[config.mk]
export PLATFORM = sky130hd
export DESIGN_NAME = multichannel_pattern_debouncer_core
export DESIGN_NICKNAME = d
export VERILOG_FILES = /design/src/mpd_pkg.sv /design/src/mpd_lane.sv /design/src/mpd_merge.sv /design/src/multichannel_pattern_debouncer_core.sv
export VERILOG_INCLUDE_DIRS = /design/src /design/src/src
export SDC_FILE = /design/constraint.sdc
export NUM_CORES = 1
export LEC_CHECK = 0
export BUFFER_PORTS_ARGS = -buffer_cell sky130_fd_sc_hd__buf_4
export CAP_MARGIN = 20
export CORE_ASPECT_RATIO = 1.5
export CORE_MARGIN = 3
export CORE_UTILIZATION = 55
export DETAILED_ROUTE_END_ITERATION = 8
export GPL_ROUTABILITY_DRIVEN = 0
export PLACE_DENSITY = 0.85
export SYNTH_ARGS = -nofsm -noshare
export SYNTH_HDL_FRONTEND = slang
export SYNTH_HIERARCHICAL = 1
export SYNTH_SLANG_ARGS = --single-unit
[constraint.sdc]
create_clock -name clk -period 5.27 [get_ports clk]
set_input_delay 1.054 -clock clk [delete_from_list [all_inputs] [get_ports clk]]
set_output_delay 1.054 -clock clk [all_outputs]
set_load 0.01 [all_outputs]
[src/multichannel_pattern_debouncer_core_assert.svh]
// Assertion macros for the multichannel pattern debouncer.
`ifndef MULTICHANNEL_PATTERN_DEBOUNCER_CORE_ASSERT_SVH
`define MULTICHANNEL_PATTERN_DEBOUNCER_CORE_ASSERT_SVH
`ifndef SYNTHESIS
// Same-cycle implication.
`define MPD_ASSERT_IMP(label, clk, rst, ante, cons, msg) \
  label: assert property (@(posedge clk) disable iff (rst) (ante) |-> (cons)) \
    else $error(msg);
// Next-cycle implication.
`define MPD_ASSERT_NXT(label, clk, rst, ante, cons, msg) \
  label: assert property (@(posedge clk) disable iff (rst) (ante) |=> (cons)) \
    else $error(msg);
`else
`define MPD_ASSERT_IMP(label, clk, rst, ante, cons, msg)
`define MPD_ASSERT_NXT(label, clk, rst, ante, cons, msg)
`endif
`endif

[src/mpd_pkg.sv]
// Shared types and constants of the multichannel pattern debouncer.
package mpd_pkg;

  localparam int CHANNELS_DEF = 8;
  localparam int WINDOW_DEF   = 16;
  localparam int SUMMARY_W    = 8;
  localparam int PINS_W       = 8;
  localparam int CHANNEL_W    = 3;

  typedef enum logic [1:0] {
    OP_TICK  = 2'd0,
    OP_LEVEL = 2'd1,
    OP_RISE  = 2'd2,
    OP_FALL  = 2'd3
  } opcode_t;

  typedef struct packed {
    opcode_t                opcode;
    logic [PINS_W-1:0]      pin_samples;
    logic [CHANNEL_W-1:0]   channel;
  } item_t;

  typedef struct packed {
    logic                   queried_bit;
    logic [SUMMARY_W-1:0]   levels;
    logic [SUMMARY_W-1:0]   rising_pending;
    logic [SUMMARY_W-1:0]   falling_pending;
  } result_t;

  // Command broadcast to every lane and to the merging stage.
  typedef struct packed {
    logic                   en;
    opcode_t                opcode;
    logic [CHANNEL_W-1:0]   channel;
  } cmd_t;

  // What one lane reports: present state and the state after this command.
  typedef struct packed {
    logic level;
    logic rise;
    logic fall;
    logic level_next;
    logic rise_next;
    logic fall_next;
  } lane_stat_t;

endpackage

[src/mpd_lane.sv]
// One debouncer lane: sample history, level and edge flags of a single channel.
module mpd_lane #(
  parameter int WINDOW  = mpd_pkg::WINDOW_DEF,
  parameter int LANE_ID = 0
) (
  input  logic               clk,
  input  logic               rst,
  input  mpd_pkg::cmd_t      cmd,
  input  logic               sample,
  output mpd_pkg::lane_stat_t stat
);

  localparam logic [WINDOW-1:0] HIST_ON  = {1'b0, {(WINDOW-1){1'b1}}};
  localparam logic [WINDOW-1:0] HIST_OFF = {1'b1, {(WINDOW-1){1'b0}}};

  logic [WINDOW-1:0] hist;
  logic [WINDOW-1:0] hist_next;
  logic              level;
  logic              rise;
  logic              fall;
  logic              level_next;
  logic              rise_next;
  logic              fall_next;
  logic              sel;

  assign hist_next = {hist[WINDOW-2:0], sample};
  assign sel       = (int'(cmd.channel) == LANE_ID);

  always_comb begin
    level_next = level;
    rise_next  = rise;
    fall_next  = fall;
    unique case (cmd.opcode)
      mpd_pkg::OP_TICK: begin
        if (hist_next == HIST_ON) begin
          level_next = 1'b1;
          rise_next  = 1'b1;
        end else if (hist_next == HIST_OFF) begin
          level_next = 1'b0;
          fall_next  = 1'b1;
        end
      end
      mpd_pkg::OP_LEVEL: begin
      end
      mpd_pkg::OP_RISE: begin
        if (sel) begin
          rise_next = 1'b0;
        end
      end
      mpd_pkg::OP_FALL: begin
        if (sel) begin
          fall_next = 1'b0;
        end
      end
      default: begin
      end
    endcase
  end

  always_ff @(posedge clk) begin
    if (rst) begin
      hist  <= '0;
      level <= 1'b0;
      rise  <= 1'b0;
      fall  <= 1'b0;
    end else if (cmd.en) begin
      if (cmd.opcode == mpd_pkg::OP_TICK) begin
        hist <= hist_next;
      end
      level <= level_next;
      rise  <= rise_next;
      fall  <= fall_next;
    end
  end

  assign stat.level      = level;
  assign stat.rise       = rise;
  assign stat.fall       = fall;
  assign stat.level_next = level_next;
  assign stat.rise_next  = rise_next;
  assign stat.fall_next  = fall_next;

endmodule

[src/mpd_merge.sv]
// Merging stage: gathers lane state into one result and holds it in an output skid pair.
module mpd_merge #(
  parameter int CHANNELS = mpd_pkg::CHANNELS_DEF
) (
  input  logic                clk,
  input  logic                rst,
  input  mpd_pkg::cmd_t       cmd,
  input  mpd_pkg::lane_stat_t stat [CHANNELS],
  output logic                hold,
  output logic                result_valid,
  input  logic                result_stall,
  output mpd_pkg::result_t    result
);

  mpd_pkg::result_t d;
  mpd_pkg::result_t out_data;
  mpd_pkg::result_t skid_data;
  logic             out_valid;
  logic             skid_valid;
  logic             level_q;
  logic             rise_q;
  logic             fall_q;
  logic             taken;

  always_comb begin
    level_q = 1'b0;
    rise_q  = 1'b0;
    fall_q  = 1'b0;
    for (int i = 0; i < CHANNELS; i++) begin
      if (int'(cmd.channel) == i) begin
        level_q = stat[i].level;
        rise_q  = stat[i].rise;
        fall_q  = stat[i].fall;
      end
    end
  end

  always_comb begin
    d = '0;
    unique case (cmd.opcode)
      mpd_pkg::OP_TICK:  d.queried_bit = 1'b0;
      mpd_pkg::OP_LEVEL: d.queried_bit = level_q;
      mpd_pkg::OP_RISE:  d.queried_bit = rise_q;
      mpd_pkg::OP_FALL:  d.queried_bit = fall_q;
      default:           d.queried_bit = 1'b0;
    endcase
    // Only the first eight channels appear in the summary fields.
    for (int i = 0; i < CHANNELS && i < mpd_pkg::SUMMARY_W; i++) begin
      d.levels[i]          = stat[i].level_next;
      d.rising_pending[i]  = stat[i].rise_next;
      d.falling_pending[i] = stat[i].fall_next;
    end
  end

  assign taken = out_valid && !result_stall;

  // A new transfer arrives only while the skid register is empty, so order is kept.
  always_ff @(posedge clk) begin
    if (rst) begin
      out_valid  <= 1'b0;
      skid_valid <= 1'b0;
    end else if (taken) begin
      if (skid_valid) begin
        out_data   <= skid_data;
        skid_valid <= 1'b0;
      end else if (cmd.en) begin
        out_data <= d;
      end else begin
        out_valid <= 1'b0;
      end
    end else if (cmd.en) begin
      if (out_valid) begin
        skid_data  <= d;
        skid_valid <= 1'b1;
      end else begin
        out_data  <= d;
        out_valid <= 1'b1;
      end
    end
  end

  assign hold         = skid_valid;
  assign result_valid = out_valid;
  assign result       = out_data;

endmodule

[src/multichannel_pattern_debouncer_core.sv]
// Multichannel pattern debouncer, top level.
// Each result is registered, in the output entry or, while that is full, in the skid entry.
// Throughput: one item per cycle unless stalled; lanes compare histories combinationally.
// A two-entry output register and skid pair accepts one more item while a result waits.
// Synchronous reset clears histories, levels, flags, the invert mask and both output valid flags.
`include "multichannel_pattern_debouncer_core_assert.svh"
module multichannel_pattern_debouncer_core #(
  parameter int CHANNELS = mpd_pkg::CHANNELS_DEF,
  parameter int WINDOW   = mpd_pkg::WINDOW_DEF
) (
  input  logic                          clk,
  input  logic                          rst,
  input  logic                          item_valid,
  output logic                          item_stall,
  input  mpd_pkg::item_t                item,
  output logic                          result_valid,
  input  logic                          result_stall,
  output mpd_pkg::result_t              result,
  input  logic                          cfg_valid,
  output logic                          cfg_ready,
  input  logic [mpd_pkg::PINS_W-1:0]    cfg_data
);

  logic [mpd_pkg::PINS_W-1:0] invert_mask;
  logic                       accept;
  mpd_pkg::cmd_t              cmd;
  mpd_pkg::lane_stat_t        stat [CHANNELS];
  logic [CHANNELS-1:0]        rise_now;
  logic                       take_rise0;

  assign cfg_ready = 1'b1;

  always_ff @(posedge clk) begin
    if (rst) begin
      invert_mask <= '0;
    end else if (cfg_valid && cfg_ready) begin
      invert_mask <= cfg_data;
    end
  end

  assign accept      = item_valid && !item_stall;
  assign cmd.en      = accept;
  assign cmd.opcode  = item.opcode;
  assign cmd.channel = item.channel;

  for (genvar i = 0; i < CHANNELS; i++) begin : g_lane
    logic sample;
    // Channels past the pin field see a constant low sample.
    if (i < mpd_pkg::PINS_W) begin : g_pin
      assign sample = item.pin_samples[i] ^ invert_mask[i];
    end else begin : g_nopin
      assign sample = 1'b0;
    end

    mpd_lane #(
      .WINDOW  (WINDOW),
      .LANE_ID (i)
    ) u_lane (
      .clk    (clk),
      .rst    (rst),
      .cmd    (cmd),
      .sample (sample),
      .stat   (stat[i])
    );

    assign rise_now[i] = stat[i].rise;
  end

  mpd_merge #(
    .CHANNELS (CHANNELS)
  ) u_merge (
    .clk          (clk),
    .rst          (rst),
    .cmd          (cmd),
    .stat         (stat),
    .hold         (item_stall),
    .result_valid (result_valid),
    .result_stall (result_stall),
    .result       (result)
  );

  assign take_rise0 = accept && item.opcode == mpd_pkg::OP_RISE && item.channel == '0;

  `MPD_ASSERT_IMP(a_skid_behind_out, clk, rst, item_stall, result_valid, "skid without output")
  `MPD_ASSERT_NXT(a_accept_gives_result, clk, rst, accept, result_valid, "result lost")
  `MPD_ASSERT_NXT(a_take_clears_rise, clk, rst, take_rise0, !rise_now[0], "rise not cleared")

endmodule

Word level (Yosys, flattened, before mapping)
Index checks and enable logic that the tools add are counted.

Flip-flop bits (word level): 204. Input port bits: 26.

Equal/unequal tests: 29. Mux-type cells: 114. Bitwise gates (word level): 10. Reductions and logical operators: 14.

Operators by type and width (count): 16-bit by 15-bit == test with 1-bit output (second input constant) (8); 16-bit == test (second input constant) (8); 25-bit two-way mux (5); 1-bit two-way mux (92); 1-bit one-hot mux with 2 select lines (16); 3-bit == test (second input constant) (4); 4-bit AND reduction (2); 1-bit bitwise XOR (8); 3-bit by 2-bit == test with 1-bit output (second input constant) (2); 2-bit inequality test (second input constant) (3); 2-bit == test (second input constant) (2); 1-bit one-hot mux with 4 select lines (1); 2-bit AND reduction (2); 2-bit nonzero test (2); 3-bit by 1-bit == test with 1-bit output (second input constant) (1); 3-bit zero test (1); 3-bit AND reduction (1); 2-bit by 1-bit == test with 1-bit output (second input constant) (1); 1-bit logical AND (2); 1-bit zero test (2); 2-bit zero test (1); 1-bit inverter (2); 2-bit OR reduction (1).

Longest topological paths before layout
Gate-level depths: netlist (run 1).

Depth in word-level cells: 13. Depth in mapped cells: 8. Mapped depth without buffers: 7.

Modules after synthesis
Netlist (run 1), hierarchy kept.

By module, submodules not included: mpd_lane at g_lane[1].u_lane ... (times used 3, cells each 114, area each 892.1 um^2, sequential area each 360.3 um^2); mpd_lane at g_lane[3].u_lane ... (times used 3, cells each 114, area each 890.9 um^2, sequential area each 360.3 um^2); mpd_merge (times used 1, cells each 137, area each 2264.7 um^2, sequential area each 1541.5 um^2); mpd_lane at g_lane[0].u_lane (times used 1, cells each 114, area each 889.6 um^2, sequential area each 360.3 um^2); mpd_lane at g_lane[7].u_lane (times used 1, cells each 114, area each 888.4 um^2, sequential area each 360.3 um^2); multichannel_pattern_debouncer_core (times used 1, cells each 37, area each 372.9 um^2, sequential area each 160.2 um^2).

Least setup slack after synthesis (run 1)
No wires, ideal clock.

Path kind: input to register. From: input item_valid. To: register u_merge.out_data, in the netlist u_merge/result[0], enable pin. Setup time: 0.444 ns. Arrival time: 4.597 ns. Setup slack: 0.229 ns. Stages: 3. Path through: nor2b_1 a21oi_1 nor3b_1.

Word-level cells in the longest chain between the ends: 3. Elaborated cells between the ends (all ways): 4. Classes of those cells: reduce/logical (4).

Ends and longest elaborated chain: from (decl) (line multichannel_pattern_debouncer_core.sv:13) `input logic item_valid,`; 1-bit logical AND (*) (line multichannel_pattern_debouncer_core.sv:41) `assign accept = item_valid && !item_stall;`; 2-bit nonzero test (no line); 4-bit AND reduction (no line) (*); to (signal assigned) (line mpd_merge.sv:64) `out_data <= skid_data;`; to (decl) (line mpd_merge.sv:16) `mpd_pkg::result_t out_data;`.

Mark *: on every way between the ends. The rest lies on a longest branch, timed or not. A chain may end at the register's enable or synchronous reset.

==> results of run 1 <==
## power groups by stage
stage	clock [mW]	sequential (mW)	combinational, mW
after floorplan	0	1.66	0.133
after global placement	0	1.66	0.198
after CTS	1.50	1.63	0.204
final	1.46	1.63	0.205
after detailed placement	0	1.66	0.202
after global routing	1.55	1.63	0.226
## cells in the mapped netlist, drive strengths merged, types with 24 or more instances
cell | n | area share
a21oi | 139 | 0.071
buf | 66 | 0.051
clkbuf | 32 | 0.012
dfxtp | 154 | 0.32
edfxtp | 50 | 0.15
ha | 24 | 0.031
inv | 52 | 0.020
mux2 | 25 | 0.029
nand2 | 284 | 0.11
nand4 | 32 | 0.021
nor2 | 33 | 0.013
nor4 | 24 | 0.021
## logic make-up (layout without fill, tap and decap cells)
group | after synthesis | after routing | synth area share
AOI/OAI and AO/OA | 218 | 218 | 0.133
muxes | 33 | 33 | 0.0370
buffers and inverters | 150 | 145 | 0.0830
DFF | 204 | 204 | 0.470
and+or+nand+nor | 448 | 448 | 0.239
other | 1 | 1 | 0.000384
adders and majority gates | 24 | 24 | 0.0308
xor gates and xnor gates | 8 | 8 | 0.00718
## tightest hold or removal path: stages, from the launching register on
cell and delay [ns]:
dfxtp_1 0.32, nand2_1 0.05, a21oi_1 0.05
## final cells by class
cell class,count,area (um^2)
Fill cell,1420,6880
Sequential cell,204,4580
Multi-Input combinational cell,732,4390
Clock buffer,32,638
Timing Repair Buffer,57,428
Tap cell,213,267
Inverter,52,195
Clock inverter,4,46.3
## per-stage QoR
stage | hold slack (ns) | total power [mW]
floorplan | 0.445 | 1.80
global placement | 0.454 | 1.86
detailed placement | 0.465 | 1.87
CTS | 0.473 | 3.33
global route | 0.503 | 3.41
finish | 0.470 | 3.30
## routing by layer
layer	vias to the layer above	share of wire
li1	3686	-
met1	3585	0.40
met2	186	0.51
met3	55	0.049
met4	0	0.035
met5	-	0
## state kept, by name, summed over array words and instances (netlist names)
register              cells
g_lane.u_lane/hist      120
u_merge/result           25
u_merge/skid_data        25
g_lane.u_lane/fall        8
g_lane.u_lane/level       8
g_lane.u_lane/rise        8
invert_mask               8
u_merge/hold              1
u_merge/result_valid      1
## worst min path at each step
stage | to | slack, ns | depth (start not counted)
4_1_cts | g_lane[6].u_lane/hist[14] | 0.47 | 2
5_1_grt | g_lane[6].u_lane/hist[14] | 0.50 | 2
6_report | g_lane[6].u_lane/hist[14] | 0.47 | 2
3_3_place_gp | g_lane[1].u_lane/hist[14] | 0.45 | 2
2_1_floorplan | g_lane[0].u_lane/hist[14] | 0.44 | 2
3_5_place_dp | g_lane[7].u_lane/hist[14] | 0.46 | 2
==> out/results.ini, run 1 <==
[place]
placed_area_um2=9860
dp_cells=1258
port_buffers=52
pre_cts_slack_ns=1.99
hpwl_um=13000

[yosys]
ys_ff_latch=204
synth_area_um2=9760
synth_top_flop_cell=dfxtp_1
synth_edf_count=50
synth_cell_types=55
yosys_warnings=6
synth_nets=1136
seq_area_frac_synth=0.470
syn_area_per_cell_um2=8.99
async_flop_share=0
synthCells=1086

[critical_path]
worstReg2RegEnd=u_merge/result[2]
crit_top_cell=buf_4
worst-path-buf-inv=3
start_kind=input pin
cp-end-kind=flip-flop
r2r_slack_ns=2.67
worstRegToRegCells=5
crit_type=input pin to flip-flop
crit_family=buffers and inverters
arrival_ns=3.18
required_ns=5.60
cp-endpoint=g_lane[5].u_lane/level
crit_path_top_delay_cell=buf_4
rr_startpoint=u_merge/hold
cp_slowest_stage_delay_ns=0.78
cp.depth=5
crit_path_cell_trace=buf_4 -> buf_4 -> inv_1 -> a32oi_1 -> o31ai_1
cp_max_fo=83
crit_start=rst

[grt]
grt_overflow=0
grt_pass1_vias=7343
grt_usage=0.203
top_usage_layer=met2
met2_usage=0.358
grt_max_degree=84
gr-usage-met3=0.0275
grt_pass1_wl_um=33200
antenna_found_initial=0
met1_usage=0.246

[cts]
cts_hold_buf=0
h-tree-depth=1
cts_root_buf=clkbuf_16
cts-resized-gates=0
cts_buffer_depth=3
cts_setup_buffers=0
cts_sinks=204
clk_latency_ns=0.50
cts_tree=built
clkTransAtPathRegs_ns=0.06
cts_made_buffers=20

[timing]
setup_ws_ns=2.43
skew_ns=0.0149
slew_headroom=0.358
timing_hold_violations_final=0
min_period_ns=2.84
worstMarginPinSlew_ns=0.959
setup_viol=0
fin_setup_tns_ns=0
fin_crit_sh=0.540
rsz0062_at_grt=no
finalMaxSlewViolations=0
max_freq_ghz=0.351

[power]
pwr-share-comb=0.062
power.leakage_nw=3.77
switching_share=0.223
peakVddDrop_uv=288
p_int_mw=2.56
power_per_cell_area_nw_per_um2=313
clkPwrFrac=0.444
p_switching_mw=0.734
seq_power_share=0.494

[job]
cap_violations=0

[die]
dieArea_um2=19400
core-area_um2=17400
rows=59
die_h_um=169
io_pins=54
die_width_um=115
start_util=0.560

[hold_path]
holdCritStartpoint=g_lane[6].u_lane/hist[14]
holdCritPathClass=flip-flop to flip-flop

[drt]
drcViolationCount=0
wl_per_cell_um=15.4
ant_nets=0
totalWireLength_um=19900
viasPerCell=5.81
num_vias=7512
firstDrtPassIters=4
drt_iter0_drc=554

[final_layout]
diodes=0
stdcell_count=1294
post-route-util=0.605
syn_to_final_growth_pct=8.00
final_cell_mix=284 x nand2_1, 154 x dfxtp_1, 139 x a21oi_1, 57 x buf_4, 52 x inv_1
layout.cells.most_common=nand2_1
fin_nets=1117
layout-drive-gt1-share=0.141
design_area_um2=10500

[run_status]
status=completed

No activity file was read; power rests on OpenSTA's default activity.
==> inputs of run 2 (changes only) <==
--- a/config.mk
+++ b/config.mk
@@ -10,10 +10,10 @@
 export CAP_MARGIN = 20
 export CORE_ASPECT_RATIO = 1.5
 export CORE_MARGIN = 3
-export CORE_UTILIZATION = 55
+export CORE_UTILIZATION = 61
 export DETAILED_ROUTE_END_ITERATION = 8
 export GPL_ROUTABILITY_DRIVEN = 0
-export PLACE_DENSITY = 0.85
+export PLACE_DENSITY = 0.89
 export SYNTH_ARGS = -nofsm -noshare
 export SYNTH_HDL_FRONTEND = slang
 export SYNTH_HIERARCHICAL = 1
==> constraint.sdc (replaced) <==
create_clock -name clk -period 2.9 [get_ports clk]
set_input_delay 0.58 -clock clk [delete_from_list [all_inputs] [get_ports clk]]
set_output_delay 0.58 -clock clk [all_outputs]
set_load 0.01 [all_outputs]
==> run 2 against run 1 <==
Effect of this change: power increased by 83%; hold slack got worse by 0.15 ns; routed wire length increased by 4.5%; clock-buffer cell count decreased by 4; critical path type unchanged.
==> out/results.ini, run 2 (synthesis results as in run 1) <==
[cts]
cts_setup_buffers=0  ; unchanged
cts_sinks=204  ; unchanged
cts_hold_buf=0  ; unchanged
cts_made_buffers=20  ; unchanged
clk_latency_ns=0.49  ; was 0.50 ns
cts_buffer_depth=3  ; unchanged
clkTransAtPathRegs_ns=0.06  ; about the same
cts_root_buf=clkbuf_16  ; unchanged
cts_tree=built  ; unchanged
cts-resized-gates=0  ; unchanged
h-tree-depth=1  ; unchanged

[power]
power_per_cell_area_nw_per_um2=570  ; was 313 nW/um^2
clkPwrFrac=0.445  ; was 0.444
switching_share=0.219  ; was 0.223
power.leakage_nw=3.78  ; was 3.77 nW
pwr-share-comb=0.064  ; was 0.062
seq_power_share=0.491  ; was 0.494
peakVddDrop_uv=432  ; was 288 uV
p_int_mw=4.71  ; was 2.56 mW
p_switching_mw=1.32  ; was 0.734 mW

[drt]
drt_iter0_drc=595  ; was 554
firstDrtPassIters=5  ; was 4
drcViolationCount=0  ; unchanged
ant_nets=0  ; unchanged
wl_per_cell_um=16.2  ; was 15.4 um
totalWireLength_um=20800  ; was 19,900 um
num_vias=7667  ; was 7,512
viasPerCell=5.96  ; was 5.81

[run_status]
status=completed  ; unchanged

[job]
cap_violations=0  ; unchanged

[grt]
grt_overflow=0  ; unchanged
antenna_found_initial=0  ; unchanged
grt_pass1_vias=7311  ; was 7,343
grt_pass1_wl_um=34300  ; was 33,200 um
grt_max_degree=95  ; was 84
grt_usage=0.237  ; was 0.203

[timing]
timing_hold_violations_final=0  ; unchanged
worstMarginPinSlew_ns=0.650  ; was 0.959 ns
setup_viol=0  ; unchanged
slew_headroom=0.566  ; was 0.358
rsz0062_at_grt=no  ; unchanged
skew_ns=0.00879  ; was 0.0149 ns
setup_ws_ns=0.637  ; was 2.43 ns
max_freq_ghz=0.442
min_period_ns=2.26
fin_setup_tns_ns=0  ; unchanged
finalMaxSlewViolations=0  ; unchanged
fin_crit_sh=0.781

[die]
core-area_um2=15700  ; was 17,400 um^2
dieArea_um2=17600  ; was 19,400 um^2
die_h_um=161  ; was 169 um
start_util=0.622  ; was 0.560
die_width_um=109  ; was 115 um
io_pins=54  ; unchanged
rows=56  ; was 59

[place]
hpwl_um=13600  ; was 13,000 um
dp_cells=1251  ; was 1,258
pre_cts_slack_ns=0.238  ; was 1.99 ns
port_buffers=52  ; unchanged

[final_layout]
fin_nets=1120  ; was 1,117
largest_reg_flops=120  ; unchanged
layout-drive-gt1-share=0.140  ; was 0.141
layout.cells.most_common=nand2_1  ; unchanged
final_cell_mix=284 x nand2_1, 154 x dfxtp_1, 139 x a21oi_1, 59 x buf_4, 52 x inv_1  ; was 284 x nand2_1, 154 x dfxtp_1, 139 x a21oi_1, 57 x buf_4, 52 x inv_1
diodes=0  ; unchanged
regMostFlops=g_lane.u_lane/hist  ; unchanged
stdcell_count=1287  ; was 1,294
nFillCells=1191  ; was 1,420
syn_to_final_growth_pct=8.34  ; was 8.00%

[critical_path]
start_kind=input pin  ; unchanged
cp-end-kind=flip-flop  ; unchanged
cp_max_fo=21  ; was 83
required_ns=3.14  ; was 5.60 ns
r2r_slack_ns=0.71  ; was 2.67 ns
arrival_ns=2.50  ; was 3.18 ns
crit_type=input pin to flip-flop  ; unchanged

[hold_path]
holdCritPathClass=input pin to flip-flop  ; was flip-flop to flip-flop

run 2: cell count changes in the layout (fill, tap and decap cells not counted), moves of 2 or more:
cell,before,now
clkbuf_8,5,2
buf_4,57,59
bufinv_16,1,3
clkinv_1,0,3
run 2: routing by layer:
layer  wire length [um]  part of all wire  global-route usage
met5                  0                 0                   0
met4                537             0.026              0.0822
met1               8230              0.40               0.296
met2              10800              0.52               0.413
met3               1260             0.060              0.0334
run 2: cell type report:
| cell class | count | area, um^2 | share of cell area |
|---|---|---|---|
| sequential | 204 | 4580 | 0.433 |
| clock buffer | 28 | 572 | 0.0541 |
| tap | 203 | 254 | 0.0240 |
| multi-input combinational | 732 | 4400 | 0.416 |
| timing repair buffer | 60 | 463 | 0.0438 |
| inverter | 52 | 195 | 0.0185 |
| clock inverter | 8 | 111 | 0.0105 |
run 2: path summary, 6_finish.rpt:
check	from	end	depth (start not counted)
worst max-delay path	item[11]	u_merge/result[19]	8
worst max register to register	invert_mask[4]	u_merge/result[4]	6
worst min register to register	g_lane[5].u_lane/hist[14]	g_lane[5].u_lane/hist[14]	2
worst min-delay path	cfg_data[3]	invert_mask[3]	3
run 2: power groups by stage:
stage                     Combinational, mW  Clock (mW)  Sequential [mW]
after detailed placement              0.377           0             3.02
after global routing                  0.421        2.84             2.96
after CTS                             0.382        2.73             2.96
after global placement                0.369           0             3.02
final                                 0.384        2.68             2.96
after floorplan                       0.244           0             3.03
run 2: worst max-delay path: stages:
cell     delay, ns
buf_4         0.20
inv_1         0.11
ha_1          0.31
nor4b_2       0.26
nand4_1       0.18
nor4b_4       0.37
o21ai_0       0.19
mux2_2        0.30
run 2: metrics by stage:
step / hold WS (ns) / total power, mW / instance area, um^2 / util
floorplan: 0.445 / 3.27 / 9790 / -
global placement: 0.457 / 3.39 / 9900 / 0.631
detailed placement: 0.468 / 3.40 / 9900 / 0.631
CTS: 0.315 / 6.07 / 10600 / 0.674
global route: 0.342 / 6.23 / 10600 / 0.674
finish: 0.324 / 6.03 / 10600 / 0.674
